`src/hw/rtl/lkvc_pkg.sv`:
```
package lkvc_pkg;

    localparam int DATA_W = 32;
    localparam int CAP_W  = 5;

    localparam logic [CAP_W-1:0] CAP_RESET = 5'd16;

    localparam logic REQ_GET = 1'b0;
    localparam logic REQ_PUT = 1'b1;

    // Commands from the sequencer to the compare unit.
    typedef struct packed {
        logic clear;   // start of a request: drop all trackers
        logic scan;    // a key/rank pair is present for the search pass
        logic update;  // a rank is present for the rewrite pass
        logic touch;   // rewrite pass ages only entries younger than the hit
    } unit_ctl_t;

    // What the search pass has found so far.
    typedef struct packed {
        logic found;
        logic victim_found;
        logic free_found;
    } unit_stat_t;

endpackage

```
`src/hw/rtl/lkvc_ram.sv`:
```
module lkvc_ram #(
    parameter int WIDTH = 32,
    parameter int DEPTH = 16
) (
    input  logic                                  clk,
    input  logic                                  we,
    input  logic [(DEPTH > 1 ? $clog2(DEPTH) : 1)-1:0] waddr,
    input  logic [WIDTH-1:0]                      wdata,
    input  logic [(DEPTH > 1 ? $clog2(DEPTH) : 1)-1:0] raddr,
    output logic [WIDTH-1:0]                      rdata
);

    logic [WIDTH-1:0] mem [DEPTH];

    always_ff @(posedge clk)
    begin
        if (we)
        begin
            mem[waddr] <= wdata;
        end
        rdata <= mem[raddr];
    end

endmodule

```
`src/hw/rtl/lkvc_unit.sv`:
```
module lkvc_unit import lkvc_pkg::*; #(
    parameter int IW = 4,
    parameter int RW = 4
) (
    input  logic              clk,
    input  logic              rst_n,
    input  unit_ctl_t         ctl,
    input  logic [IW-1:0]     idx,
    input  logic              ent_valid,
    input  logic [DATA_W-1:0] key_rd,
    input  logic [DATA_W-1:0] lookup_key,
    input  logic [RW-1:0]     rank_rd,
    input  logic [IW-1:0]     target,
    output unit_stat_t        stat,
    output logic [IW-1:0]     found_idx,
    output logic [IW-1:0]     victim_idx,
    output logic [IW-1:0]     free_idx,
    output logic [RW-1:0]     rank_wdata
);

    logic          found_reg;
    logic          victim_reg;
    logic          free_reg;
    logic [IW-1:0] found_idx_reg;
    logic [RW-1:0] found_rank_reg;
    logic [IW-1:0] victim_idx_reg;
    logic [RW-1:0] best_reg;
    logic [IW-1:0] free_idx_reg;

    logic [RW-1:0] cmp_a;
    logic [RW-1:0] cmp_b;
    logic          cmp_lt;
    logic          key_match;
    logic          take_found;
    logic          take_victim;
    logic          take_free;

    // The one rank comparator: during the search it asks whether this rank is
    // older than the best so far, during the rewrite whether it is younger than
    // the rank of the hit entry.
    assign cmp_a  = ctl.update ? rank_rd : best_reg;
    assign cmp_b  = ctl.update ? found_rank_reg : rank_rd;
    assign cmp_lt = cmp_a < cmp_b;

    assign key_match   = ent_valid && (key_rd == lookup_key);
    assign take_found  = ctl.scan && key_match && !found_reg;
    assign take_victim = ctl.scan && ent_valid && (!victim_reg || cmp_lt);
    assign take_free   = ctl.scan && !ent_valid && !free_reg;

    always_ff @(posedge clk or negedge rst_n)
    begin
        if (!rst_n)
        begin
            found_reg  <= 1'b0;
            victim_reg <= 1'b0;
            free_reg   <= 1'b0;
        end
        else if (ctl.clear)
        begin
            found_reg  <= 1'b0;
            victim_reg <= 1'b0;
            free_reg   <= 1'b0;
        end
        else
        begin
            if (take_found)
            begin
                found_reg <= 1'b1;
            end
            if (take_victim)
            begin
                victim_reg <= 1'b1;
            end
            if (take_free)
            begin
                free_reg <= 1'b1;
            end
        end
    end

    always_ff @(posedge clk)
    begin
        if (take_found)
        begin
            found_idx_reg  <= idx;
            found_rank_reg <= rank_rd;
        end
        if (take_victim)
        begin
            victim_idx_reg <= idx;
            best_reg       <= rank_rd;
        end
        if (take_free)
        begin
            free_idx_reg <= idx;
        end
    end

    always_comb
    begin
        if (idx == target)
        begin
            rank_wdata = '0;
        end
        else if (ent_valid && (!ctl.touch || cmp_lt))
        begin
            rank_wdata = rank_rd + RW'(1);
        end
        else
        begin
            rank_wdata = rank_rd;
        end
    end

    assign stat.found        = found_reg;
    assign stat.victim_found = victim_reg;
    assign stat.free_found   = free_reg;
    assign found_idx         = found_idx_reg;
    assign victim_idx        = victim_idx_reg;
    assign free_idx          = free_idx_reg;

endmodule

```
`src/hw/rtl/lru_key_value_cache_core.sv`:
```
// Fully associative key/value cache with least-recently-used replacement.
// A transaction on the s_ side carries a get (s_tuser 0) or a put (s_tuser 1)
// and yields exactly one transaction on the m_ side: m_tuser is the hit flag
// and m_tdata the stored value on a get hit, zero otherwise. Keys, values and
// recency ranks sit in three single-port-read RAMs, and one compare unit walks
// them an entry per cycle. A search pass reads every key and rank to find
// the match, the oldest entry and the lowest free slot; on a hit or a put a
// second pass then rewrites every rank through the rank RAM's one write
// port, and a get miss goes straight to its result. The block takes one
// request at a time; a finished result waits in the output register while
// the next request is accepted. Write cfg_wdata (capacity, 0 acts as 1,
// above ENTRIES acts as ENTRIES) only while no request is in flight. There
// is no clearing pass after reset.
module lru_key_value_cache_core import lkvc_pkg::*; #(
    parameter int ENTRIES = 16
) (
    input  logic                clk,
    input  logic                rst_n,
    input  logic                cfg_we,
    input  logic [CAP_W-1:0]    cfg_wdata,   // capacity_in_use
    input  logic                s_tvalid,
    output logic                s_tready,
    input  logic [2*DATA_W-1:0] s_tdata,     // [31:0] lookup_key, [63:32] write_value
    input  logic                s_tuser,     // [0] req_type
    output logic                m_tvalid,
    input  logic                m_tready,
    output logic [DATA_W-1:0]   m_tdata,     // [31:0] read_value
    output logic                m_tuser      // [0] hit
);

    localparam int IW = (ENTRIES > 1) ? $clog2(ENTRIES) : 1;
    localparam int RW = IW;
    localparam int OW = $clog2(ENTRIES + 1);
    localparam int LW = (OW > CAP_W) ? OW : CAP_W;

    typedef enum logic [2:0] {
        S_IDLE,
        S_SCAN,
        S_SCAN_END,
        S_DECIDE,
        S_UPD,
        S_UPD_END,
        S_DONE
    } state_t;

    state_t              state_reg, state_next;
    logic [IW-1:0]       cnt_reg, cnt_next;
    logic                pscan_reg, pscan_next;
    logic                pupd_reg, pupd_next;
    logic [IW-1:0]       pidx_reg, pidx_next;
    logic [ENTRIES-1:0]  valid_reg, valid_next;
    logic [OW-1:0]       occ_reg, occ_next;
    logic [CAP_W-1:0]    cap_reg, cap_next;
    logic                put_reg, put_next;
    logic                hit_reg, hit_next;
    logic [IW-1:0]       target_reg, target_next;
    logic [DATA_W-1:0]   key_reg, key_next;
    logic [DATA_W-1:0]   val_reg, val_next;
    logic                m_tvalid_reg, m_tvalid_next;
    logic [DATA_W-1:0]   m_tdata_reg, m_tdata_next;
    logic                m_tuser_reg, m_tuser_next;

    unit_ctl_t           ctl;
    unit_stat_t          stat;
    logic [IW-1:0]       found_idx;
    logic [IW-1:0]       victim_idx;
    logic [IW-1:0]       free_idx;
    logic [RW-1:0]       rank_wdata;
    logic [RW-1:0]       rank_rd;
    logic [DATA_W-1:0]   key_rd;
    logic [DATA_W-1:0]   val_rd;

    logic                accept;
    logic                last_cnt;
    logic [LW-1:0]       cap_ext;
    logic [LW-1:0]       limit;
    logic                evict;
    logic                insert;
    logic [IW-1:0]       target_c;
    logic                key_we;
    logic                val_we;

    assign accept   = s_tvalid && s_tready;
    assign last_cnt = (cnt_reg == IW'(ENTRIES - 1));

    assign cap_ext = LW'(cap_reg);
    always_comb
    begin
        if (cap_reg == '0)
        begin
            limit = LW'(1);
        end
        else if (cap_ext > LW'(ENTRIES))
        begin
            limit = LW'(ENTRIES);
        end
        else
        begin
            limit = cap_ext;
        end
    end

    assign insert = put_reg && !stat.found;
    assign evict  = insert && (LW'(occ_reg) >= limit);

    // After an eviction the lowest free slot is the lower of the victim and
    // the first slot that was already free.
    always_comb
    begin
        if (stat.found)
        begin
            target_c = found_idx;
        end
        else if (evict && (!stat.free_found || (victim_idx < free_idx)))
        begin
            target_c = victim_idx;
        end
        else
        begin
            target_c = free_idx;
        end
    end

    assign key_we = (state_reg == S_DECIDE) && insert;
    assign val_we = (state_reg == S_DECIDE) && put_reg;

    always_comb
    begin
        state_next    = state_reg;
        cnt_next      = cnt_reg;
        pscan_next    = (state_reg == S_SCAN);
        pupd_next     = (state_reg == S_UPD);
        pidx_next     = cnt_reg;
        valid_next    = valid_reg;
        occ_next      = occ_reg;
        cap_next      = cfg_we ? cfg_wdata : cap_reg;
        put_next      = put_reg;
        hit_next      = hit_reg;
        target_next   = target_reg;
        key_next      = key_reg;
        val_next      = val_reg;
        m_tvalid_next = m_tvalid_reg && !m_tready;
        m_tdata_next  = m_tdata_reg;
        m_tuser_next  = m_tuser_reg;

        unique case (state_reg)
            S_IDLE:
            begin
                if (accept)
                begin
                    put_next   = (s_tuser == REQ_PUT);
                    key_next   = s_tdata[DATA_W-1:0];
                    val_next   = s_tdata[2*DATA_W-1:DATA_W];
                    cnt_next   = '0;
                    state_next = S_SCAN;
                end
            end
            S_SCAN:
            begin
                if (last_cnt)
                begin
                    state_next = S_SCAN_END;
                end
                else
                begin
                    cnt_next = cnt_reg + IW'(1);
                end
            end
            S_SCAN_END:
            begin
                state_next = S_DECIDE;
            end
            S_DECIDE:
            begin
                hit_next    = stat.found;
                target_next = target_c;
                cnt_next    = '0;
                if (evict)
                begin
                    valid_next[victim_idx] = 1'b0;
                end
                if (insert)
                begin
                    valid_next[target_c] = 1'b1;
                end
                occ_next = occ_reg + OW'(insert) - OW'(evict);
                if (stat.found || insert)
                begin
                    state_next = S_UPD;
                end
                else
                begin
                    state_next = S_DONE;
                end
            end
            S_UPD:
            begin
                if (last_cnt)
                begin
                    state_next = S_UPD_END;
                end
                else
                begin
                    cnt_next = cnt_reg + IW'(1);
                end
            end
            S_UPD_END:
            begin
                state_next = S_DONE;
            end
            S_DONE:
            begin
                if (!m_tvalid_reg || m_tready)
                begin
                    m_tvalid_next = 1'b1;
                    m_tuser_next  = hit_reg;
                    m_tdata_next  = (hit_reg && !put_reg) ? val_rd : '0;
                    state_next    = S_IDLE;
                end
            end
            default:
            begin
                state_next = S_IDLE;
            end
        endcase
    end

    always_ff @(posedge clk or negedge rst_n)
    begin
        if (!rst_n)
        begin
            state_reg    <= S_IDLE;
            cnt_reg      <= '0;
            pscan_reg    <= 1'b0;
            pupd_reg     <= 1'b0;
            valid_reg    <= '0;
            occ_reg      <= '0;
            cap_reg      <= CAP_RESET;
            put_reg      <= 1'b0;
            hit_reg      <= 1'b0;
            m_tvalid_reg <= 1'b0;
        end
        else
        begin
            state_reg    <= state_next;
            cnt_reg      <= cnt_next;
            pscan_reg    <= pscan_next;
            pupd_reg     <= pupd_next;
            valid_reg    <= valid_next;
            occ_reg      <= occ_next;
            cap_reg      <= cap_next;
            put_reg      <= put_next;
            hit_reg      <= hit_next;
            m_tvalid_reg <= m_tvalid_next;
        end
    end

    always_ff @(posedge clk)
    begin
        pidx_reg    <= pidx_next;
        target_reg  <= target_next;
        key_reg     <= key_next;
        val_reg     <= val_next;
        m_tdata_reg <= m_tdata_next;
        m_tuser_reg <= m_tuser_next;
    end

    assign ctl.clear  = accept;
    assign ctl.scan   = pscan_reg;
    assign ctl.update = pupd_reg;
    assign ctl.touch  = hit_reg;

    lkvc_unit #(
        .IW (IW),
        .RW (RW)
    ) u_unit (
        .clk        (clk),
        .rst_n      (rst_n),
        .ctl        (ctl),
        .idx        (pidx_reg),
        .ent_valid  (valid_reg[pidx_reg]),
        .key_rd     (key_rd),
        .lookup_key (key_reg),
        .rank_rd    (rank_rd),
        .target     (target_reg),
        .stat       (stat),
        .found_idx  (found_idx),
        .victim_idx (victim_idx),
        .free_idx   (free_idx),
        .rank_wdata (rank_wdata)
    );

    lkvc_ram #(
        .WIDTH (DATA_W),
        .DEPTH (ENTRIES)
    ) u_key_ram (
        .clk   (clk),
        .we    (key_we),
        .waddr (target_c),
        .wdata (key_reg),
        .raddr (cnt_reg),
        .rdata (key_rd)
    );

    lkvc_ram #(
        .WIDTH (DATA_W),
        .DEPTH (ENTRIES)
    ) u_val_ram (
        .clk   (clk),
        .we    (val_we),
        .waddr (target_c),
        .wdata (val_reg),
        .raddr (found_idx),
        .rdata (val_rd)
    );

    lkvc_ram #(
        .WIDTH (RW),
        .DEPTH (ENTRIES)
    ) u_rank_ram (
        .clk   (clk),
        .we    (pupd_reg),
        .waddr (pidx_reg),
        .wdata (rank_wdata),
        .raddr (cnt_reg),
        .rdata (rank_rd)
    );

    assign s_tready = (state_reg == S_IDLE);
    assign m_tvalid = m_tvalid_reg;
    assign m_tdata  = m_tdata_reg;
    assign m_tuser  = m_tuser_reg;

    // The occupancy count always agrees with the valid bits.
    a_occ_matches_valid: assert property (
        @(posedge clk) disable iff (!rst_n)
        $countones(valid_reg) == int'(occ_reg)
    ) else $error("occupancy count disagrees with valid bits");

    // Occupancy never passes the number of slots.
    a_occ_bounded: assert property (
        @(posedge clk) disable iff (!rst_n)
        int'(occ_reg) <= ENTRIES
    ) else $error("occupancy above slot count");

    // A request is followed by a busy period, never by a second acceptance.
    a_one_at_a_time: assert property (
        @(posedge clk) disable iff (!rst_n)
        accept |=> !s_tready
    ) else $error("second request taken while busy");

    // A miss result never carries a value.
    a_miss_zero: assert property (
        @(posedge clk) disable iff (!rst_n)
        (m_tvalid && !m_tuser) |-> (m_tdata == '0)
    ) else $error("miss result with nonzero value");

endmodule

```
`config.mk`:
```
export PLATFORM = sky130hd
export DESIGN_NAME = lru_key_value_cache_core
export DESIGN_NICKNAME = d
export VERILOG_FILES = /design/src/hw/rtl/lkvc_pkg.sv /design/src/hw/rtl/lkvc_ram.sv /design/src/hw/rtl/lkvc_unit.sv /design/src/hw/rtl/lru_key_value_cache_core.sv
export SDC_FILE = /design/constraint.sdc
export NUM_CORES = 1
export LEC_CHECK = 0
export BUFFER_PORTS_ARGS = -buffer_cell sky130_fd_sc_hd__buf_2
export CORE_MARGIN = 5
export CORE_UTILIZATION = 55
export DETAILED_ROUTE_END_ITERATION = 8
export PLACE_DENSITY = 0.79
export SYNTH_ARGS = -nofsm -noshare
export SYNTH_HDL_FRONTEND = slang
export SYNTH_SLANG_ARGS = --single-unit
export TNS_END_PERCENT = 10
```
`constraint.sdc`:
```
create_clock -name clk -period 7.25 [get_ports clk]
set_input_delay 0 -clock clk [delete_from_list [all_inputs] [get_ports clk]]
set_output_delay 0 -clock clk [all_outputs]
set_load 0.01 [all_outputs]
```
==> results.sh, run 1 <==
export IMPL_combPwrFrac_pct=14.1
export IMPL_tightestPinTransition_ns=1.227
export IMPL_critical_path_max_fanout=22
export IMPL_ys_ff_latch=1322
export IMPL_setup_repair_after_global_routing_missed_its_margin="no"
export IMPL_power_internal_mw=14.06
export IMPL_power_switching_share_pct=25.76
export IMPL_globalRoute_totalOverflow=0
export IMPL_timing_hold_ws_ns=-0.006297
export IMPL_switching_power_mw=4.878
export IMPL_async_flop_share_pct=3.101
export IMPL_power_leakage_nw=18.24
export IMPL_num_ports=110
export IMPL_failed_checks="negative hold slack"
export IMPL_crit_type="reg -> reg"
export IMPL_detailroute_via_count=23380
export IMPL_r2r_setup_slack_ns=2.28
export IMPL_p_seq_share_pct=51.2
export IMPL_flow_area_growth_from_synthesis_pct=15.03
export IMPL_ff2ff_path_depth=11
export IMPL_clockBufferDepth=3
export IMPL_cts_repair_resized_insts=0
export IMPL_drv_cap=0
export IMPL_clkSinkCount=1322
export IMPL_timing_final_setup_violations=0
export IMPL_finish_instance_area_um2=56730
export IMPL_antenna_violations_before_repair=0
export IMPL_synthesis_nets=2235
export IMPL_timing_critical_path_arrival_ns=5.33
export IMPL_synth_seq_area_share_pct=78.62
export IMPL_drcViolationCount=0
export IMPL_final_layout_size_suffix_gt1_share_pct=29.42
export IMPL_first_pass_iters=6
export IMPL_result_of_the_run="finished, violations left"
export IMPL_fillCellCount=5423
export IMPL_clockPowerShare_pct=34.8
export IMPL_synth_enable_flop_cells=1209
export IMPL_global_route_usage_total_pct=23.18
export IMPL_core_area_um2=88650
export IMPL_syn_inst=2142
export IMPL_gp_routability_congestion=0.8307
export IMPL_final_cycle_utilization_of_the_critical_path_pct=68.56
export IMPL_tritoncts="yes"
export IMPL_max_stage_delay_ns=1.07
export IMPL_synth_top_area_share_pct=73.62
export IMPL_rr_endpoint="u_val_ram.mem[4][6]"
export IMPL_htree_num_levels=3
export IMPL_finClkSkew_ns=0.03244
export IMPL_placement_rows=109
export IMPL_die_area_um2=95750
export IMPL_fmax_mhz=201.2
export IMPL_timing_slew_headroom_pct=17.52
export IMPL_grt_first_pass_wirelength_um=164100
export IMPL_dp_cells=3354
export IMPL_power_ir_vdd_worst_uv=264.0
export IMPL_wl_um=109700
export IMPL_cell_family_with_the_largest_share_of_critical_path_delay="simple AND/OR/NAND/NOR gates"
export IMPL_viasPerCell=6.316
export IMPL_reg_largest_list="u_key_ram.mem: 512 flops, u_val_ram.mem: 512 flops, u_rank_ram.mem: 64 flops"
export IMPL_avgSynthCellArea_um2=23.02
export IMPL_route_antenna_remaining_nets=0
export IMPL_start_util_pct=55.63
export IMPL_cp_required_ns=7.61
export IMPL_wl_per_cell_um=29.63
export IMPL_clkTransAtPathRegs_ns=0.07
export IMPL_final_max_slew_viol_count=0
export IMPL_timing_critical_path_slowest_stage_cell="nor3_2"
export IMPL_hpwlAfterDp_um=55420
export IMPL_cts_made_buffers=121
export IMPL_detailedRoute_firstIterationViolations=3103
export IMPL_clk_insertion_delay_late_ns=0.71
export IMPL_yosys_top_cells_area="edfxtp_1 (74%), mux4_2 (16%), dfxtp_1 (2.9%)"
export IMPL_yosys_area_top_type="edfxtp_1"
export IMPL_netlist_area_um2=49320
export IMPL_die_w_um=309.4
export IMPL_synth_warnings=0
export IMPL_total_number_of_nets_in_the_final_design=2520
export IMPL_die_y_um=309.4
export IMPL_port_buffers=109
export IMPL_power_per_cell_area_nw_per_um2=333.8
export IMPL_clock_period_minus_final_worst_setup_slack_ns=4.970
export IMPL_cp_cell_sequence="inv_1, nand2_1, ha_1, a21oi_1, o21ai_0, a31oi_1, o21ai_0, a2bb2oi_1, nand2b_1, nor3_2, buf_4"
export IMPL_placement_cell_area_um2=51450
export IMPL_synth_main_ff_cell="edfxtp_1"
export IMPL_finalCoreUtilization_pct=63.99
export IMPL_antenna_cells_inserted=0
export IMPL_final_setup_tns_ns=0
export IMPL_hold_viol_final=5
export IMPL_first_global_vias=24420
export IMPL_setup_worst_path_start_class="flop"
export IMPL_top_cell_by_count_worst_path="o21ai_0"
export IMPL_largest_net_degree_at_the_start_of_global_routing=129
export IMPL_ctsRootBufferMaster="clkbuf_16"
export IMPL_critPathCaptureType="flop"
export IMPL_critPathBufInv=2
export IMPL_timing_rr_start="cap_ext[4]"
export IMPL_min_delay_path_class="in -> async"
export IMPL_post_synth_num_cell_types=53
export IMPL_finalNonFillerCells=3701
## cell type report
type,count,area [µm²],area share [%]
clock inverter,65,769.5,1.356
inverter,16,62.56,0.1103
tap,1165,1458,2.570
sequential,1322,38780,68.37
clock buffer,167,3353,5.911
multi-input combinational,706,10310,18.17
timing repair buffer,260,1992,3.511
## kinds of logic (layout without fill, tap and decap cells)
logic type	count (synthesis)	in the layout	synth area share, %
AO/OA/AOI/OAI	88	88	1.106
XOR/XNOR	44	44	0.7814
adder cells (fa/ha/maj)	18	18	0.4719
buffers and inverters	114	508	0.9311
flip-flops	1322	1322	78.62
multiplexers	358	358	16.04
other	2	2	0.01523
AND/OR/NAND/NOR	196	196	2.032
## metrics by stage
| step | total power [mW] | hold slack, ns | setup slack (ns) |
|---|---|---|---|
| floorplan | 11.50 | -0.2956 | 1.349 |
| global placement | 12.23 | 0.1615 | 2.735 |
| detailed placement | 12.41 | 0.1781 | 2.535 |
| CTS | 19.00 | 0.001921 | 2.383 |
| global route | 19.63 | 0.004034 | 2.083 |
| finish | 18.94 | -0.006297 | 2.280 |
## cell usage in the layout (no fill, tap or decap), types with 12 or more instances in the layout
cell type / synthesis / routed
edfxtp_1: 1209 / 1209
mux4_2: 345 / 345
clkbuf_16: 0 / 123
dlygate4sd3_1: 0 / 115
buf_2: 7 / 109
dfxtp_1: 72 / 72
o21ai_0: 41 / 40
xor2_1: 39 / 39
dfrtp_1: 40 / 36
and2_1: 34 / 34
buf_4: 0 / 34
nand2_1: 33 / 33
clkbuf_1: 58 / 33
nor2_1: 48 / 30
clkinv_2: 0 / 29
nor2_4: 0 / 18
ha_1: 17 / 17
a21oi_1: 13 / 13
bufinv_16: 0 / 13
inv_1: 13 / 12
## power groups by stage
stage | Sequential (mW) | Clock, mW | Combinational, mW
after floorplan | 9.47 | 0 | 2.03
after global placement | 9.76 | 0 | 2.47
after detailed placement | 9.83 | 0 | 2.58
after CTS | 9.68 | 6.64 | 2.68
after global routing | 9.76 | 7.02 | 2.85
final | 9.69 | 6.58 | 2.67
## worst max path at each step
stage	cells past startpoint	from	slack, ns	endpoint
after floorplan	12	cap_ext[4]	1.35	u_val_ram.mem[0][0]
after global placement	12	cap_ext[1]	2.74	u_val_ram.mem[4][18]
after detailed placement	11	cap_ext[4]	2.53	u_val_ram.mem[4][20]
after CTS	11	cap_ext[4]	2.38	u_val_ram.mem[4][12]
after global routing	11	cap_ext[4]	2.08	u_val_ram.mem[4][6]
final	11	cap_ext[4]	2.28	u_val_ram.mem[4][6]
## metal layers
metal	GRT usage [%]	part of all wire, %
met1	32.28	38
met2	39.53	52
met3	3.666	8.0
met4	5.733	2.5
met5	0	0
## cell usage after synthesis (all sizes together), types with 17 or more instances
| library cell | count |
|---|---|
| edfxtp | 1209 |
| mux4 | 345 |
| dfxtp | 72 |
| clkbuf | 58 |
| o21ai | 51 |
| nor2 | 48 |
| buf | 40 |
| dfrtp | 40 |
| xor2 | 39 |
| and2 | 34 |
| nand2 | 33 |
| nor3 | 19 |
| ha | 17 |
## what timing repair did
item / CTS / global route
hold buffers: 115 / 0
setup buffers: 0 / 0
hold endpoints to repair: 142 / 0
Power figures use the tool's default switching activity.
==> run 2, diff against run 1 <==
- ABC_AREA: unset -> 1
- PLACE_DENSITY: 0.79 -> 0.82
- clock period: 7.25 -> 4.05 ns (I/O delays scaled with it)
==> results.sh, run 2 <==
export IMPL_result_of_the_run="finished clean"
export IMPL_critical_path_max_fanout=22
export IMPL_globalRoute_totalOverflow=0
export IMPL_core_area_um2=93050
export IMPL_setup_worst_path_start_class="flop"
export IMPL_drv_cap=0
export IMPL_yosys_area_top_type="edfxtp_1"
export IMPL_power_ir_vdd_worst_uv=542.3
export IMPL_final_max_slew_viol_count=0
export IMPL_num_ports=110
export IMPL_grt_first_pass_wirelength_um=186700
export IMPL_clockBufferDepth=3
export IMPL_timing_final_setup_violations=0
export IMPL_clk_insertion_delay_late_ns=0.75
export IMPL_multiInputGateArea_um2=10880
export IMPL_clock_period_minus_final_worst_setup_slack_ns=3.271
export IMPL_leading_cell_type_in_the_layout_fill_and_taps_excluded="edfxtp_1"
export IMPL_route_antenna_remaining_nets=0
export IMPL_netlist_area_um2=51440
export IMPL_worst_setup_path_startpoint="cap_ext[3]"
export IMPL_crit_type="reg -> reg"
export IMPL_flow_area_growth_from_synthesis_pct=15.50
export IMPL_min_delay_path_class="in -> async"
export IMPL_synth_top_area_share_pct=70.58
export IMPL_die_area_um2=99740
export IMPL_async_flop_share_pct=3.101
export IMPL_avgSynthCellArea_um2=13.85
export IMPL_post_synth_num_cell_types=47
export IMPL_timing_critical_path_arrival_ns=3.73
export IMPL_detailroute_via_count=32160
export IMPL_synthesis_nets=3807
export IMPL_fmax_mhz=305.7
export IMPL_r2r_setup_slack_ns=0.78
export IMPL_ctsRootBufferMaster="clkbuf_16"
export IMPL_cp_required_ns=4.51
export IMPL_total_number_of_nets_in_the_final_design=4049
export IMPL_finClkSkew_ns=0.04714
export IMPL_detailedPlace_worstSlack_ns=0.8050
export IMPL_finalNonFillerCells=5321
export IMPL_setup_repair_after_global_routing_missed_its_margin="no"
export IMPL_die_y_um=315.8
export IMPL_synth_enable_flop_cells=1209
export IMPL_synth_warnings=0
export IMPL_tightestPinTransition_ns=1.232
export IMPL_hpwlAfterDp_um=64630
export IMPL_gp_routability_congestion=0.8513
export IMPL_netlist_top_cells_count="edfxtp_1 (1209), o21ai_0 (465), nor2_1 (390), inv_1 (240), nand2_1 (235)"
export IMPL_die_w_um=315.8
export IMPL_fillCellCount=6250
export IMPL_final_layout_size_suffix_gt1_share_pct=11.83
export IMPL_tritoncts="yes"
export IMPL_timing_rr_start="cap_ext[3]"
export IMPL_most_common_layout_cells="edfxtp_1 (1209), o21ai_0 (465), nor2_1 (374)"
export IMPL_drcViolationCount=0
export IMPL_viasPerCell=6.044
export IMPL_synth_main_ff_cell="edfxtp_1"
export IMPL_seqCellArea_um2=38780
export IMPL_critPathCaptureType="flop"
export IMPL_power_mw=35.34
export IMPL_largest_net_degree_at_the_start_of_global_routing=207
export IMPL_clkSinkCount=1322
export IMPL_placement_cell_area_um2=53540
export IMPL_hold_viol_final=0
export IMPL_placement_rows=112
export IMPL_synth_seq_area_share_pct=75.38
export IMPL_detailedRoute_firstIterationViolations=4505
export IMPL_reg_largest_list="u_key_ram.mem: 512 flops, u_val_ram.mem: 512 flops, u_rank_ram.mem: 64 flops"
export IMPL_timing_hold_ws_ns=0.01495
export IMPL_ys_ff_latch=1322
export IMPL_synth_most_common_cell="edfxtp_1"
export IMPL_first_pass_iters=6
export IMPL_start_util_pct=55.28
export IMPL_cts_repair_resized_insts=0
export IMPL_final_cycle_utilization_of_the_critical_path_pct=80.77
export IMPL_wl_per_cell_um=23.02
export IMPL_cts_made_buffers=131
export IMPL_timing_slew_headroom_pct=17.65
export IMPL_global_route_usage_total_pct=24.31
export IMPL_rr_endpoint="u_key_ram.mem[3][26]"
export IMPL_wl_um=122500
export IMPL_power_leakage_nw=20.75
export IMPL_finish_instance_area_um2=59410
export IMPL_port_buffers=109
export IMPL_antenna_violations_before_repair=2
export IMPL_syn_inst=3714
export IMPL_setup_slack_ns=0.7789
export IMPL_cp_endpoint="u_key_ram.mem[3][26]"
export IMPL_dp_cells=4936
export IMPL_first_global_vias=32370
export IMPL_yosys_top_cells_area="edfxtp_1 (71%), o21ai_0 (4.5%), nor2_1 (2.8%)"
export IMPL_ff2ff_path_depth=19
export IMPL_htree_num_levels=4
export IMPL_clkTransAtPathRegs_ns=0.06
export IMPL_power_per_cell_area_nw_per_um2=594.9
[run 2: cell type report]
type                    count  area share [%]
flip-flops and latches   1322           65.28
multi-input cells        1919           18.32
clock buffers             177           6.027
repair buffers            324           4.608
well taps                1254           2.641
inverters                 258           1.649
clock inverters            65           1.470
diodes                      2        0.008424
[run 2: logic make-up (layout without fill, tap and decap cells)]
| family | count (synthesis) | after routing | synth area share, % |
|---|---|---|---|
| AOI/OAI and AO/OA | 918 | 918 | 10.37 |
| xor gates and xnor gates | 32 | 32 | 0.5449 |
| adders and majority gates | 18 | 18 | 0.4524 |
| buffers and inverters | 473 | 824 | 3.748 |
| DFF | 1322 | 1322 | 75.38 |
| muxes | 130 | 130 | 2.530 |
| other | 2 | 4 | 0.01460 |
| and+or+nand+nor | 819 | 819 | 6.964 |
[run 2: worst min path at each step]
stage | slack [ns] | start | depth (start not counted) | to
after global routing | 0.03 | s_tdata[23] | 2 | key_reg[23]
after global placement | 0.18 | s_tdata[49] | 1 | val_reg[17]
final | 0.01 | rst_n | 2 | cap_ext[0]
after detailed placement | 0.18 | s_tdata[45] | 1 | val_reg[13]
after CTS | 0.01 | rst_n | 2 | valid_reg[3]
after floorplan | -0.30 | rst_n | 0 | cap_ext[0]
[run 2: critical path, stage by stage, from the launching register on]
cell	delay [ns]
dfrtp_1	0.38
inv_1	0.08
nand4_1	0.11
nand2_1	0.07
nand2_1	0.05
ha_1	0.28
nand2_1	0.07
nand2_1	0.05
nand2_1	0.05
nand2_1	0.07
nor2_2	0.21
nor2_8	0.08
nand2_4	0.10
nand2_1	0.06
nand3_1	0.09
nand2_2	0.13
nor2_8	0.17
nand3_1	0.13
inv_2	0.54
buf_4	0.27
[run 2: metal layers]
| metal | routed length, µm | track usage [%] |
|---|---|---|
| met1 | 45640 | 31.77 |
| met2 | 61880 | 41.43 |
| met3 | 11320 | 4.411 |
| met4 | 3646 | 8.677 |
| met5 | 0 | 0 |
[run 2: per-stage QoR]
step                      utilization [%]  TNS, ns
after floorplan                         -   -14.17
after global placement              57.54        0
after detailed placement            57.54        0
after CTS                           63.84        0
after global routing                63.84        0
final                               63.85        0
[run 2: power by group]
part / total (mW) / internal, mW / switching (mW)
clock: 12.3 / 7.00 / 5.32
sequential: 17.2 / 16.2 / 0.972
combinational: 5.84 / 1.82 / 4.02
total: 35.3 / 25.0 / 10.3
[run 2: repair_timing]
action                                 CTS  global route
endpoints found under the hold margin  131             0
setup endpoints to repair                0             0
hold buffers                           141             0
buffers inserted                         0             0
